File: src/rtl/bfpa_pkg.sv
// Package for the best-fit partition allocator: types and constants.
// No dependencies.
package bfpa_pkg;
    localparam int unsigned FIELD_BITS = 16;
    localparam int unsigned OWNER_BITS = 8;

    typedef enum logic [0:0] {
        CMD_ADD   = 1'b0,
        CMD_ALLOC = 1'b1
    } t_cmd;

    typedef enum logic [1:0] {
        ST_ALLOCATED = 2'd0,
        ST_NO_FIT    = 2'd1,
        ST_FULL      = 2'd2,
        ST_ADDED     = 2'd3
    } t_status;

    typedef enum logic [1:0] {
        EX_IDLE   = 2'd0,
        EX_SEARCH = 2'd1,
        EX_UPDATE = 2'd2,
        EX_EMIT   = 2'd3
    } t_ex_state;

    typedef struct packed {
        t_cmd                    cmd;
        logic [FIELD_BITS-1:0]   req_size;
        logic [FIELD_BITS-1:0]   part_start;
        logic [OWNER_BITS-1:0]   owner_id;
    } t_req;

    typedef struct packed {
        t_status                 status;
        logic [OWNER_BITS-1:0]   owner_tag;
        logic [FIELD_BITS-1:0]   block_start;
        logic [FIELD_BITS-1:0]   block_end;
        logic [FIELD_BITS-1:0]   block_size;
        logic [FIELD_BITS-1:0]   alloc_number;
    } t_rsp;
endpackage

File: src/rtl/bfpa_if.sv
// Valid/ready channel interfaces carrying a request, response or config beat.
// Depends on bfpa_pkg.
interface bfpa_req_if;
    logic            valid;
    logic            ready;
    bfpa_pkg::t_req  data;
    modport source (output valid, output data, input ready);
    modport sink   (input valid, input data, output ready);
endinterface

interface bfpa_rsp_if;
    logic            valid;
    logic            ready;
    bfpa_pkg::t_rsp  data;
    modport source (output valid, output data, input ready);
    modport sink   (input valid, input data, output ready);
endinterface

interface bfpa_cfg_if;
    logic                               valid;
    logic                               ready;
    logic [bfpa_pkg::FIELD_BITS-1:0]    data;
    modport source (output valid, output data, input ready);
    modport sink   (input valid, input data, output ready);
endinterface

File: src/rtl/bfpa_front.sv
// Front end: accepts request beats into a two-entry queue.
// Depends on bfpa_pkg.
module bfpa_front (
    input  logic            i_clk,
    input  logic            i_rst_n,
    input  logic            i_valid,
    output logic            o_ready,
    input  bfpa_pkg::t_req  i_data,
    output logic            o_valid,
    input  logic            i_ready,
    output bfpa_pkg::t_req  o_data
);
    bfpa_pkg::t_req r_q [2];
    logic           r_wp, r_rp;
    logic [1:0]     r_cnt;
    logic           w_push, w_pop;

    assign o_ready = (r_cnt != 2'd2);
    assign o_valid = (r_cnt != 2'd0);
    assign o_data  = r_q[r_rp];
    assign w_push  = i_valid && o_ready;
    assign w_pop   = o_valid && i_ready;

    always_ff @(posedge i_clk) begin
        if (w_push) begin
            r_q[r_wp] <= i_data;
        end
        if (!i_rst_n) begin
            r_wp  <= 1'b0;
            r_rp  <= 1'b0;
            r_cnt <= 2'd0;
        end else begin
            if (w_push) r_wp <= ~r_wp;
            if (w_pop)  r_rp <= ~r_rp;
            r_cnt <= r_cnt + {1'b0, w_push} - {1'b0, w_pop};
        end
    end
endmodule

File: src/rtl/bfpa_back.sv
// Back end: free table, best-fit search and sorted insert by shifting.
// Depends on bfpa_pkg.
module bfpa_back #(
    parameter int unsigned FREE_ENTRIES = 16,
    parameter int unsigned ADDR_BITS    = 16
) (
    input  logic                              i_clk,
    input  logic                              i_rst_n,
    input  logic                              i_valid,
    output logic                              o_ready,
    input  bfpa_pkg::t_req                    i_data,
    input  logic [bfpa_pkg::FIELD_BITS-1:0]   i_min_fragment,
    output logic                              o_valid,
    input  logic                              i_ready,
    output bfpa_pkg::t_rsp                    o_data
);
    localparam int unsigned IW = $clog2(FREE_ENTRIES);
    localparam int unsigned CW = $clog2(FREE_ENTRIES + 1);
    localparam int unsigned FB = bfpa_pkg::FIELD_BITS;

    logic [ADDR_BITS-1:0] r_starts [FREE_ENTRIES];
    logic [FB-1:0]        r_sizes  [FREE_ENTRIES];
    logic [CW-1:0]        r_count;
    logic [FB-1:0]        r_acnt;

    bfpa_pkg::t_ex_state  r_st, n_st;
    bfpa_pkg::t_req       r_req;
    bfpa_pkg::t_rsp       r_rsp;
    logic                 r_ovalid;

    // update operation latched in SEARCH
    logic                 r_do_rm, r_do_ins;
    logic [IW-1:0]        r_rm_idx;
    logic [ADDR_BITS-1:0] r_ins_start;
    logic [FB-1:0]        r_ins_size;

    logic                 w_take;
    logic [FREE_ENTRIES-1:0] w_ge;
    logic [IW-1:0]        w_idx;
    logic                 w_found;
    logic [ADDR_BITS-1:0] w_fs;
    logic [FB-1:0]        w_fz, w_left, w_bsize;
    logic [ADDR_BITS-1:0] w_bend, w_rstart;
    logic                 w_full;

    // insert position and shifted table
    logic [CW-1:0]        w_cnt_rm;
    logic [FREE_ENTRIES-1:0] w_lt;
    logic [ADDR_BITS-1:0] w_st_rm [FREE_ENTRIES];
    logic [FB-1:0]        w_sz_rm [FREE_ENTRIES];

    assign o_valid = r_ovalid;
    assign o_data  = r_rsp;
    // take a new request only once the response register is free by the next edge
    assign o_ready = (r_st == bfpa_pkg::EX_IDLE) && (!r_ovalid || i_ready);
    assign w_take  = i_valid && o_ready;
    assign w_full  = (r_count >= CW'(FREE_ENTRIES));

    always_comb begin
        for (int i = 0; i < FREE_ENTRIES; i++) begin
            w_ge[i] = (CW'(i) < r_count) && (r_sizes[i] >= r_req.req_size);
        end
    end

    // first set bit of the compare vector
    always_comb begin
        w_idx   = '0;
        w_found = 1'b0;
        for (int i = FREE_ENTRIES - 1; i >= 0; i--) begin
            if (w_ge[i]) begin
                w_idx   = IW'(i);
                w_found = 1'b1;
            end
        end
        w_fs     = r_starts[w_idx];
        w_fz     = r_sizes[w_idx];
        w_left   = w_fz - r_req.req_size;
        w_bsize  = (w_left <= i_min_fragment) ? w_fz : r_req.req_size;
        w_bend   = w_fs + ADDR_BITS'(w_bsize) - ADDR_BITS'(1);
        w_rstart = w_fs + ADDR_BITS'(r_req.req_size);
    end

    // table after optional removal, then insert position
    always_comb begin
        for (int i = 0; i < FREE_ENTRIES; i++) begin
            if (r_do_rm && IW'(i) >= r_rm_idx && i + 1 < FREE_ENTRIES) begin
                w_st_rm[i] = r_starts[i + 1];
                w_sz_rm[i] = r_sizes[i + 1];
            end else begin
                w_st_rm[i] = r_starts[i];
                w_sz_rm[i] = r_sizes[i];
            end
        end
        w_cnt_rm = r_do_rm ? r_count - CW'(1) : r_count;
        for (int i = 0; i < FREE_ENTRIES; i++) begin
            w_lt[i] = (CW'(i) < w_cnt_rm) && (w_sz_rm[i] < r_ins_size);
        end
    end

    always_comb begin
        n_st = r_st;
        case (r_st)
            bfpa_pkg::EX_IDLE:   if (w_take) n_st = bfpa_pkg::EX_SEARCH;
            bfpa_pkg::EX_SEARCH: n_st = bfpa_pkg::EX_UPDATE;
            bfpa_pkg::EX_UPDATE: n_st = bfpa_pkg::EX_EMIT;
            bfpa_pkg::EX_EMIT:   n_st = bfpa_pkg::EX_IDLE;
            default:             n_st = bfpa_pkg::EX_IDLE;
        endcase
    end

    always_ff @(posedge i_clk) begin
        if (!i_rst_n) begin
            r_st <= bfpa_pkg::EX_IDLE;
        end else begin
            r_st <= n_st;
        end
    end

    always_ff @(posedge i_clk) begin
        if (!i_rst_n) begin
            r_count  <= '0;
            r_acnt   <= '0;
            r_ovalid <= 1'b0;
            r_do_rm  <= 1'b0;
            r_do_ins <= 1'b0;
        end else begin
            if (r_st == bfpa_pkg::EX_EMIT) begin
                r_ovalid <= 1'b1;
            end else if (r_ovalid && i_ready) begin
                r_ovalid <= 1'b0;
            end
            case (r_st)
                bfpa_pkg::EX_IDLE: begin
                    if (w_take) r_req <= i_data;
                end
                bfpa_pkg::EX_SEARCH: begin
                    r_rsp.owner_tag    <= r_req.owner_id;
                    r_rsp.block_start  <= '0;
                    r_rsp.block_end    <= '0;
                    r_rsp.block_size   <= '0;
                    r_rsp.alloc_number <= '0;
                    r_do_rm  <= 1'b0;
                    r_do_ins <= 1'b0;
                    r_rm_idx <= w_idx;
                    if (r_req.cmd == bfpa_pkg::CMD_ADD) begin
                        r_ins_start <= ADDR_BITS'(r_req.part_start);
                        r_ins_size  <= r_req.req_size;
                        if (w_full) begin
                            r_rsp.status <= bfpa_pkg::ST_FULL;
                        end else begin
                            r_rsp.status <= bfpa_pkg::ST_ADDED;
                            r_do_ins <= (r_req.req_size != '0);
                        end
                    end else if (r_req.req_size == '0 || !w_found) begin
                        r_rsp.status <= bfpa_pkg::ST_NO_FIT;
                    end else begin
                        r_rsp.status      <= bfpa_pkg::ST_ALLOCATED;
                        r_rsp.block_start <= FB'(w_fs);
                        r_rsp.block_end   <= FB'(w_bend);
                        r_rsp.block_size  <= w_bsize;
                        r_rsp.alloc_number <= r_acnt + FB'(1);
                        r_acnt   <= r_acnt + FB'(1);
                        r_do_rm  <= 1'b1;
                        r_do_ins <= (w_left > i_min_fragment);
                        r_ins_start <= w_rstart;
                        r_ins_size  <= w_left;
                    end
                end
                bfpa_pkg::EX_UPDATE: begin
                    r_count <= w_cnt_rm + CW'(r_do_ins);
                    for (int i = 0; i < FREE_ENTRIES; i++) begin
                        if (r_do_rm || r_do_ins) begin
                            if (!r_do_ins || w_lt[i]) begin
                                r_starts[i] <= w_st_rm[i];
                                r_sizes[i]  <= w_sz_rm[i];
                            end else if (i == 0 || w_lt[i - 1]) begin
                                r_starts[i] <= r_ins_start;
                                r_sizes[i]  <= r_ins_size;
                            end else begin
                                r_starts[i] <= w_st_rm[i - 1];
                                r_sizes[i]  <= w_sz_rm[i - 1];
                            end
                        end
                    end
                end
                default: ;
            endcase
        end
    end
endmodule

File: src/rtl/best_fit_partition_allocator_core.sv
// Top level of the best-fit partition allocator.
// Depends on bfpa_pkg, bfpa_if, bfpa_front and bfpa_back.
//
// Usage:
//   i_req  : request beats (cmd, req_size, part_start, owner_id).
//            cmd add inserts a free partition in size order; cmd alloc
//            grants the smallest fitting block, splitting off the rest
//            when the leftover exceeds min_fragment.
//   o_rsp  : one response beat per request, in order.
//   i_cfg  : writes min_fragment; write only while the block is idle.
// Timing: a request passes a two-beat input queue, then the execution
//   engine works in four steps (capture, parallel size compare with
//   best-fit pick and update decision, shift-insert into the register
//   table, response load). The sequential engine works one request at a
//   time and takes the next only once the response register is free.
// Reset: empties the free table count, clears the allocation number and
//   sets min_fragment to zero; no clearing pass is needed.
// Stall: a held response blocks the engine; the queue keeps absorbing
//   up to two request beats meanwhile.
module best_fit_partition_allocator_core #(
    parameter int unsigned FREE_ENTRIES = 16,
    parameter int unsigned ADDR_BITS    = 16
) (
    input  logic        i_clk,
    input  logic        i_rst_n,
    bfpa_req_if.sink    i_req,
    bfpa_rsp_if.source  o_rsp,
    bfpa_cfg_if.sink    i_cfg
);
    logic [bfpa_pkg::FIELD_BITS-1:0] r_min_fragment;
    logic           w_q_valid, w_q_ready;
    bfpa_pkg::t_req w_q_data;

    // config always accepted; hold register value otherwise
    assign i_cfg.ready = 1'b1;
    always_ff @(posedge i_clk) begin
        if (!i_rst_n) begin
            r_min_fragment <= '0;
        end else if (i_cfg.valid) begin
            r_min_fragment <= i_cfg.data;
        end
    end

    bfpa_front u_front (
        .i_clk   (i_clk),
        .i_rst_n (i_rst_n),
        .i_valid (i_req.valid),
        .o_ready (i_req.ready),
        .i_data  (i_req.data),
        .o_valid (w_q_valid),
        .i_ready (w_q_ready),
        .o_data  (w_q_data)
    );

    bfpa_back #(
        .FREE_ENTRIES (FREE_ENTRIES),
        .ADDR_BITS    (ADDR_BITS)
    ) u_back (
        .i_clk          (i_clk),
        .i_rst_n        (i_rst_n),
        .i_valid        (w_q_valid),
        .o_ready        (w_q_ready),
        .i_data         (w_q_data),
        .i_min_fragment (r_min_fragment),
        .o_valid        (o_rsp.valid),
        .i_ready        (o_rsp.ready),
        .o_data         (o_rsp.data)
    );

`ifndef ASSERT_OFF
    // a non-grant never carries a block size
    a_nofit_zero: assert property (@(posedge i_clk) disable iff (!i_rst_n)
        o_rsp.valid && o_rsp.data.status != bfpa_pkg::ST_ALLOCATED
        |-> o_rsp.data.block_size == '0)
        else $error("non-grant response with nonzero size");
    // a grant never has zero size
    a_grant_size: assert property (@(posedge i_clk) disable iff (!i_rst_n)
        o_rsp.valid && o_rsp.data.status == bfpa_pkg::ST_ALLOCATED
        |-> o_rsp.data.block_size != '0)
        else $error("grant of zero size");
    // a stalled response does not change
    a_rsp_hold: assert property (@(posedge i_clk) disable iff (!i_rst_n)
        o_rsp.valid && !o_rsp.ready |=> o_rsp.valid && $stable(o_rsp.data))
        else $error("response changed while stalled");
`endif
endmodule
File: src/flat_wrapper.sv
// flat-port wrapper written by rule: the top's interface ports become plain ports
module best_fit_partition_allocator_core_flat 
#(
    parameter int unsigned FREE_ENTRIES = 16,
    parameter int unsigned ADDR_BITS    = 16
)
  (i_clk, i_rst_n, i_req_valid, i_req_data, i_req_ready, o_rsp_valid, o_rsp_data, o_rsp_ready, i_cfg_valid, i_cfg_data, i_cfg_ready);
  bfpa_req_if i_req_i ();
  bfpa_rsp_if o_rsp_i ();
  bfpa_cfg_if i_cfg_i ();
  input  logic i_clk;
  input  logic i_rst_n;
  input wire logic [$bits(i_req_i.valid)-1:0] i_req_valid;
  input wire logic [$bits(i_req_i.data)-1:0] i_req_data;
  output wire logic [$bits(i_req_i.ready)-1:0] i_req_ready;
  output wire logic [$bits(o_rsp_i.valid)-1:0] o_rsp_valid;
  output wire logic [$bits(o_rsp_i.data)-1:0] o_rsp_data;
  input wire logic [$bits(o_rsp_i.ready)-1:0] o_rsp_ready;
  input wire logic [$bits(i_cfg_i.valid)-1:0] i_cfg_valid;
  input wire logic [$bits(i_cfg_i.data)-1:0] i_cfg_data;
  output wire logic [$bits(i_cfg_i.ready)-1:0] i_cfg_ready;
  assign i_req_i.valid = i_req_valid;
  assign i_req_i.data = i_req_data;
  assign i_req_ready = i_req_i.ready;
  assign o_rsp_valid = o_rsp_i.valid;
  assign o_rsp_data = o_rsp_i.data;
  assign o_rsp_i.ready = o_rsp_ready;
  assign i_cfg_i.valid = i_cfg_valid;
  assign i_cfg_i.data = i_cfg_data;
  assign i_cfg_ready = i_cfg_i.ready;
  best_fit_partition_allocator_core #(.FREE_ENTRIES(FREE_ENTRIES), .ADDR_BITS(ADDR_BITS)) u_core (.i_clk(i_clk), .i_rst_n(i_rst_n), .i_req(i_req_i), .o_rsp(o_rsp_i), .i_cfg(i_cfg_i));
endmodule
File: config.mk
export PLATFORM = sky130hd
export DESIGN_NAME = best_fit_partition_allocator_core_flat
export DESIGN_NICKNAME = d
export VERILOG_FILES = /design/src/rtl/bfpa_pkg.sv /design/src/rtl/bfpa_if.sv /design/src/rtl/bfpa_front.sv /design/src/rtl/bfpa_back.sv /design/src/rtl/best_fit_partition_allocator_core.sv /design/src/flat_wrapper.sv
export SDC_FILE = /design/constraint.sdc
export NUM_CORES = 2
export LEC_CHECK = 0
export BUFFER_PORTS_ARGS = -buffer_cell sky130_fd_sc_hd__buf_4
export CAP_MARGIN = 0
export CORE_MARGIN = 3
export CORE_UTILIZATION = 60
export DETAILED_ROUTE_END_ITERATION = 8
export PLACE_DENSITY = 0.77
export SLEW_MARGIN = 20
export SYNTH_ARGS = -nofsm -noshare
export SYNTH_HDL_FRONTEND = slang
export SYNTH_HIERARCHICAL = 1
export SYNTH_SLANG_ARGS = --single-unit
File: constraint.sdc
create_clock -name i_clk -period 30.8 [get_ports i_clk]
set_input_delay 3.08 -clock i_clk [delete_from_list [all_inputs] [get_ports i_clk]]
set_output_delay 3.08 -clock i_clk [all_outputs]
set_load 0.02 [all_outputs]
==> impl_metrics.py <==
metrics = {
    "worst_setup_path": {
        "crit_fanout": 91,
        "cp_slowest_stage_delay_ns": 0.79,
        "required_ns": 31.38,
        "r2r-start": "u_core/u_back/r_req[39]",
        "critical_path_class": "flop to flop",
        "crit_path_frequent_cell": "a21oi_1",
        "cp_slowest_cell": "inv_1",
        "cp.arrival_ns": 15.56,
        "start_kind": "flop",
        "crit_start": "u_core/u_back/r_req[39]",
        "cp-end-kind": "flop",
    },
    "timing": {
        "timing.hold.ws_ns": 0.426,
        "drv_slew": 0,
        "fin_skew_ns": 0.0706,
        "setup_violations": 0,
        "grt_setup_unrepaired": "no",
        "slew_headroom_pct": 22.9,
        "tightest_slew_ns": 1.16,
        "fin_crit_sh_pct": 48.7,
        "setup_tns_ns": 0,
        "fmax_ghz": 0.0667,
        "period_needed_ns": 14.99,
        "hold_viol": 0,
    },
    "clock_tree": {
        "cts.repair.resized": 0,
        "clkTransAtPathRegs_ns": 0.07,
        "cts_tree": "yes",
        "clockRootBuffer": "clkbuf_16",
        "clockBufferDepth": 3,
        "post-cts-setup-buffer-count": 0,
        "cts.htree.levels": 3,
        "clkLatencyLatePin_ns": 0.73,
        "cts_buffers": 91,
        "cts_sinks": 792,
        "cts_hold_buffers": 0,
    },
    "route": {
        "drt_wl_total_um": 200000,
        "viasPerCell": 6.73,
        "vias": 49100,
        "wl_per_cell_um": 27.5,
        "ant_nets": 0,
        "first_iter_violations": 5714,
        "drt-pass1-iter-count": 6,
        "post-route-drc-count": 0,
    },
    "power": {
        "switching_share_pct": 31.8,
        "p_leak_nw": 27.3,
        "p_per_area_mw_per_mm2": 49.2,
        "peakVddDrop_uv": 70.1,
        "pwr-share-clk_pct": 35.2,
        "p_int_mw": 2.25,
        "seqPwrFrac_pct": 39.6,
        "p_comb_share_pct": 25.2,
        "power_switching_mw": 1.05,
    },
    "synth": {
        "yosys.area_share.xor_xnor_pct": 1.08,
        "postSynthCellCount": 5852,
        "synth_mux_area_share_pct": 23.2,
        "synth_top_family_by_area": "multiplexers",
        "synth_edf_count": 745,
        "synth_async_sr_flop_share_pct": 0,
        "seq_area_frac_synth_pct": 38.1,
        "syn_area_mm2": 0.0611,
        "ys_warn_count": 6,
        "mappedNetlistNets": 6499,
        "synth_ff_type": "edfxtp_1",
        "yosysUniqueCellTypes": 84,
        "avgSynthCellArea_um2": 10.4,
        "synth_adder_area_share_pct": 12.0,
        "synthSimpleGateAreaFrac_pct": 8.80,
        "ys_ff_latch": 792,
        "synth-compound-area-share_pct": 13.1,
    },
    "worst_hold_path": {
        "hold_class": "flop to flop",
        "holdCritStartpoint": "u_core/u_back/r_req[3]",
    },
    "finish": {
        "nFillCells": 7747,
        "nets": 6501,
        "layout-drive-gt1-share_pct": 16.7,
        "mostFrequentLayoutCells": "mux2i_1, edfxtp_1, ha_1, a21oi_1, mux2_2",
        "area_delta_synth_final_pct": 9.51,
        "layout_commonest_cell": "mux2i_1",
        "antenna_cells": 0,
    },
    "global_routing": {
        "grt_max_degree": 131,
        "first_global_vias": 47700,
        "grtUsageTotal_pct": 36.8,
        "grt_pass1_wl_um": 299000,
        "gr-total-overflow": 0,
        "grt_antenna_before_repair": 4,
    },
    "floorplanning": {
        "row_count": 116,
        "fp.dieW_um": 325,
        "die_y_um": 325,
        "start_util_pct": 60.8,
        "dieArea_mm2": 0.106,
        "core_mm2": 0.101,
        "num_io_pins": 139,
    },
    "job": {
        "drv_cap": 0,
    },
    "placed_design": {
        "gp_congestion": 0.997,
        "port_buffers": 137,
        "dp_hpwl_um": 145000,
    },
    "run_status": {
        "run_status": "complete, no violations",
    },
}
## layer usage
metal / track usage (%) / part of all wire (%)
met3: 7.25 / 11
met5: 0 / 0.0035
met1: 51.3 / 41
met2: 56.3 / 44
met4: 15.1 / 4.5
## cells by family after synthesis
family / count (synthesis)
multiplexers: 1337
other: 1
buffers and inverters: 547
XOR/XNOR: 74
AO/OA/AOI/OAI: 1321
adder cells (fa/ha/maj): 585
flip-flops: 792
AND/OR/NAND/NOR: 1195
## cells in the mapped netlist, drive strengths merged, types with 10 or more instances
cell     instances  area share (%)
a21boi          19            0.23
o21ai          369             3.0
and2            35            0.36
o31a            10            0.14
a31oi           26            0.27
mux2           498             9.4
nand2          440             2.7
o21a            83             1.0
xnor2           62            0.89
edfxtp         745              37
a211oi          38            0.47
ha             582              12
buf             98            0.92
and3            25            0.26
nand4           58            0.59
nand2b          46            0.47
nand3           79            0.67
nor2           362             2.2
nor4            11            0.11
inv            186             1.1
a21oi          487             4.0
o211ai          56            0.69
o211a           28            0.46
a311oi          12            0.17
nor3            37            0.30
xor2            11            0.16
nor2b           66            0.68
clkbuf         263             1.6
dfxtp           47             1.5
a2111oi         18            0.27
a21o            85             1.0
mux2i          837              14
o21bai          10            0.12
## worst paths after layout
check,cells past startpoint,slack [ns],endpoint
max,56,15.82,u_core/u_back/o_data[47]
min reg2reg,0,0.43,u_core/u_back/o_data[67]
min,0,0.43,u_core/u_back/o_data[67]
max reg2reg,56,15.82,u_core/u_back/o_data[47]
## area by class of cell
class	count	area [µm²]	area share (%)
multi-input cells	4513	35900	53.7
flip-flops and latches	792	23300	34.8
clock buffers	105	2350	3.51
repair buffers	270	2090	3.13
well taps	1357	1700	2.54
clock inverters	65	830	1.24
inverters	186	707	1.06
## state kept, by name (all words and copies together), names as in the netlist, named ones only
register,cells
u_core/u_back/r_count,5
u_core/u_front/r_cnt,2
u_core/u_back/r_rm_idx,4
u_core/u_front/r_rp,1
u_core/u_back/o_data,74
u_core/u_back/r_ins_start,16
u_core/u_front/r_q,82
u_core/u_front/r_wp,1
u_core/u_back/o_valid,1
u_core/u_back/r_do_ins,1
u_core/u_back/r_do_rm,1
u_core/u_back/r_st,2
u_core/u_back/r_sizes,256
u_core/u_back/r_starts,256
u_core/r_min_fragment,16
u_core/u_back/r_req,41
u_core/u_back/r_acnt,16
u_core/u_back/r_ins_size,16
## power by group through the flow
| stage | Clock [mW] | Sequential, mW | Combinational, mW |
|---|---|---|---|
| floorplan | 0 | 1.33 | 0.542 |
| global placement | 0 | 1.32 | 0.786 |
| detailed placement | 0 | 1.32 | 0.807 |
| CTS | 1.17 | 1.30 | 0.815 |
| global route | 1.21 | 1.31 | 0.902 |
| finish | 1.16 | 1.30 | 0.830 |
## per-stage QoR
step	cells	instance area (µm²)	setup slack, ns	util (%)	power [mW]
floorplan	5852	61100	19.72	-	1.87
finish	7288	66900	15.82	66.5	3.29
CTS	7286	66900	16.10	66.5	3.29
global placement	7116	63700	16.47	63.3	2.11
global route	7288	66900	14.87	66.5	3.42
detailed placement	7116	63700	16.20	63.3	2.13
## critical path, delay by kind of cell (launching register included)
kind                     cells  cell delay [ns]
AND/OR/NAND/NOR             11             2.46
adder cells (fa/ha/maj)      6             1.93
multiplexers                 2             0.84
XOR/XNOR                     2             0.25
buffers and inverters        8             3.67
AO/OA/AOI/OAI               27             5.02
flip-flops                   1             0.52
Power figures use the tool's default switching activity.
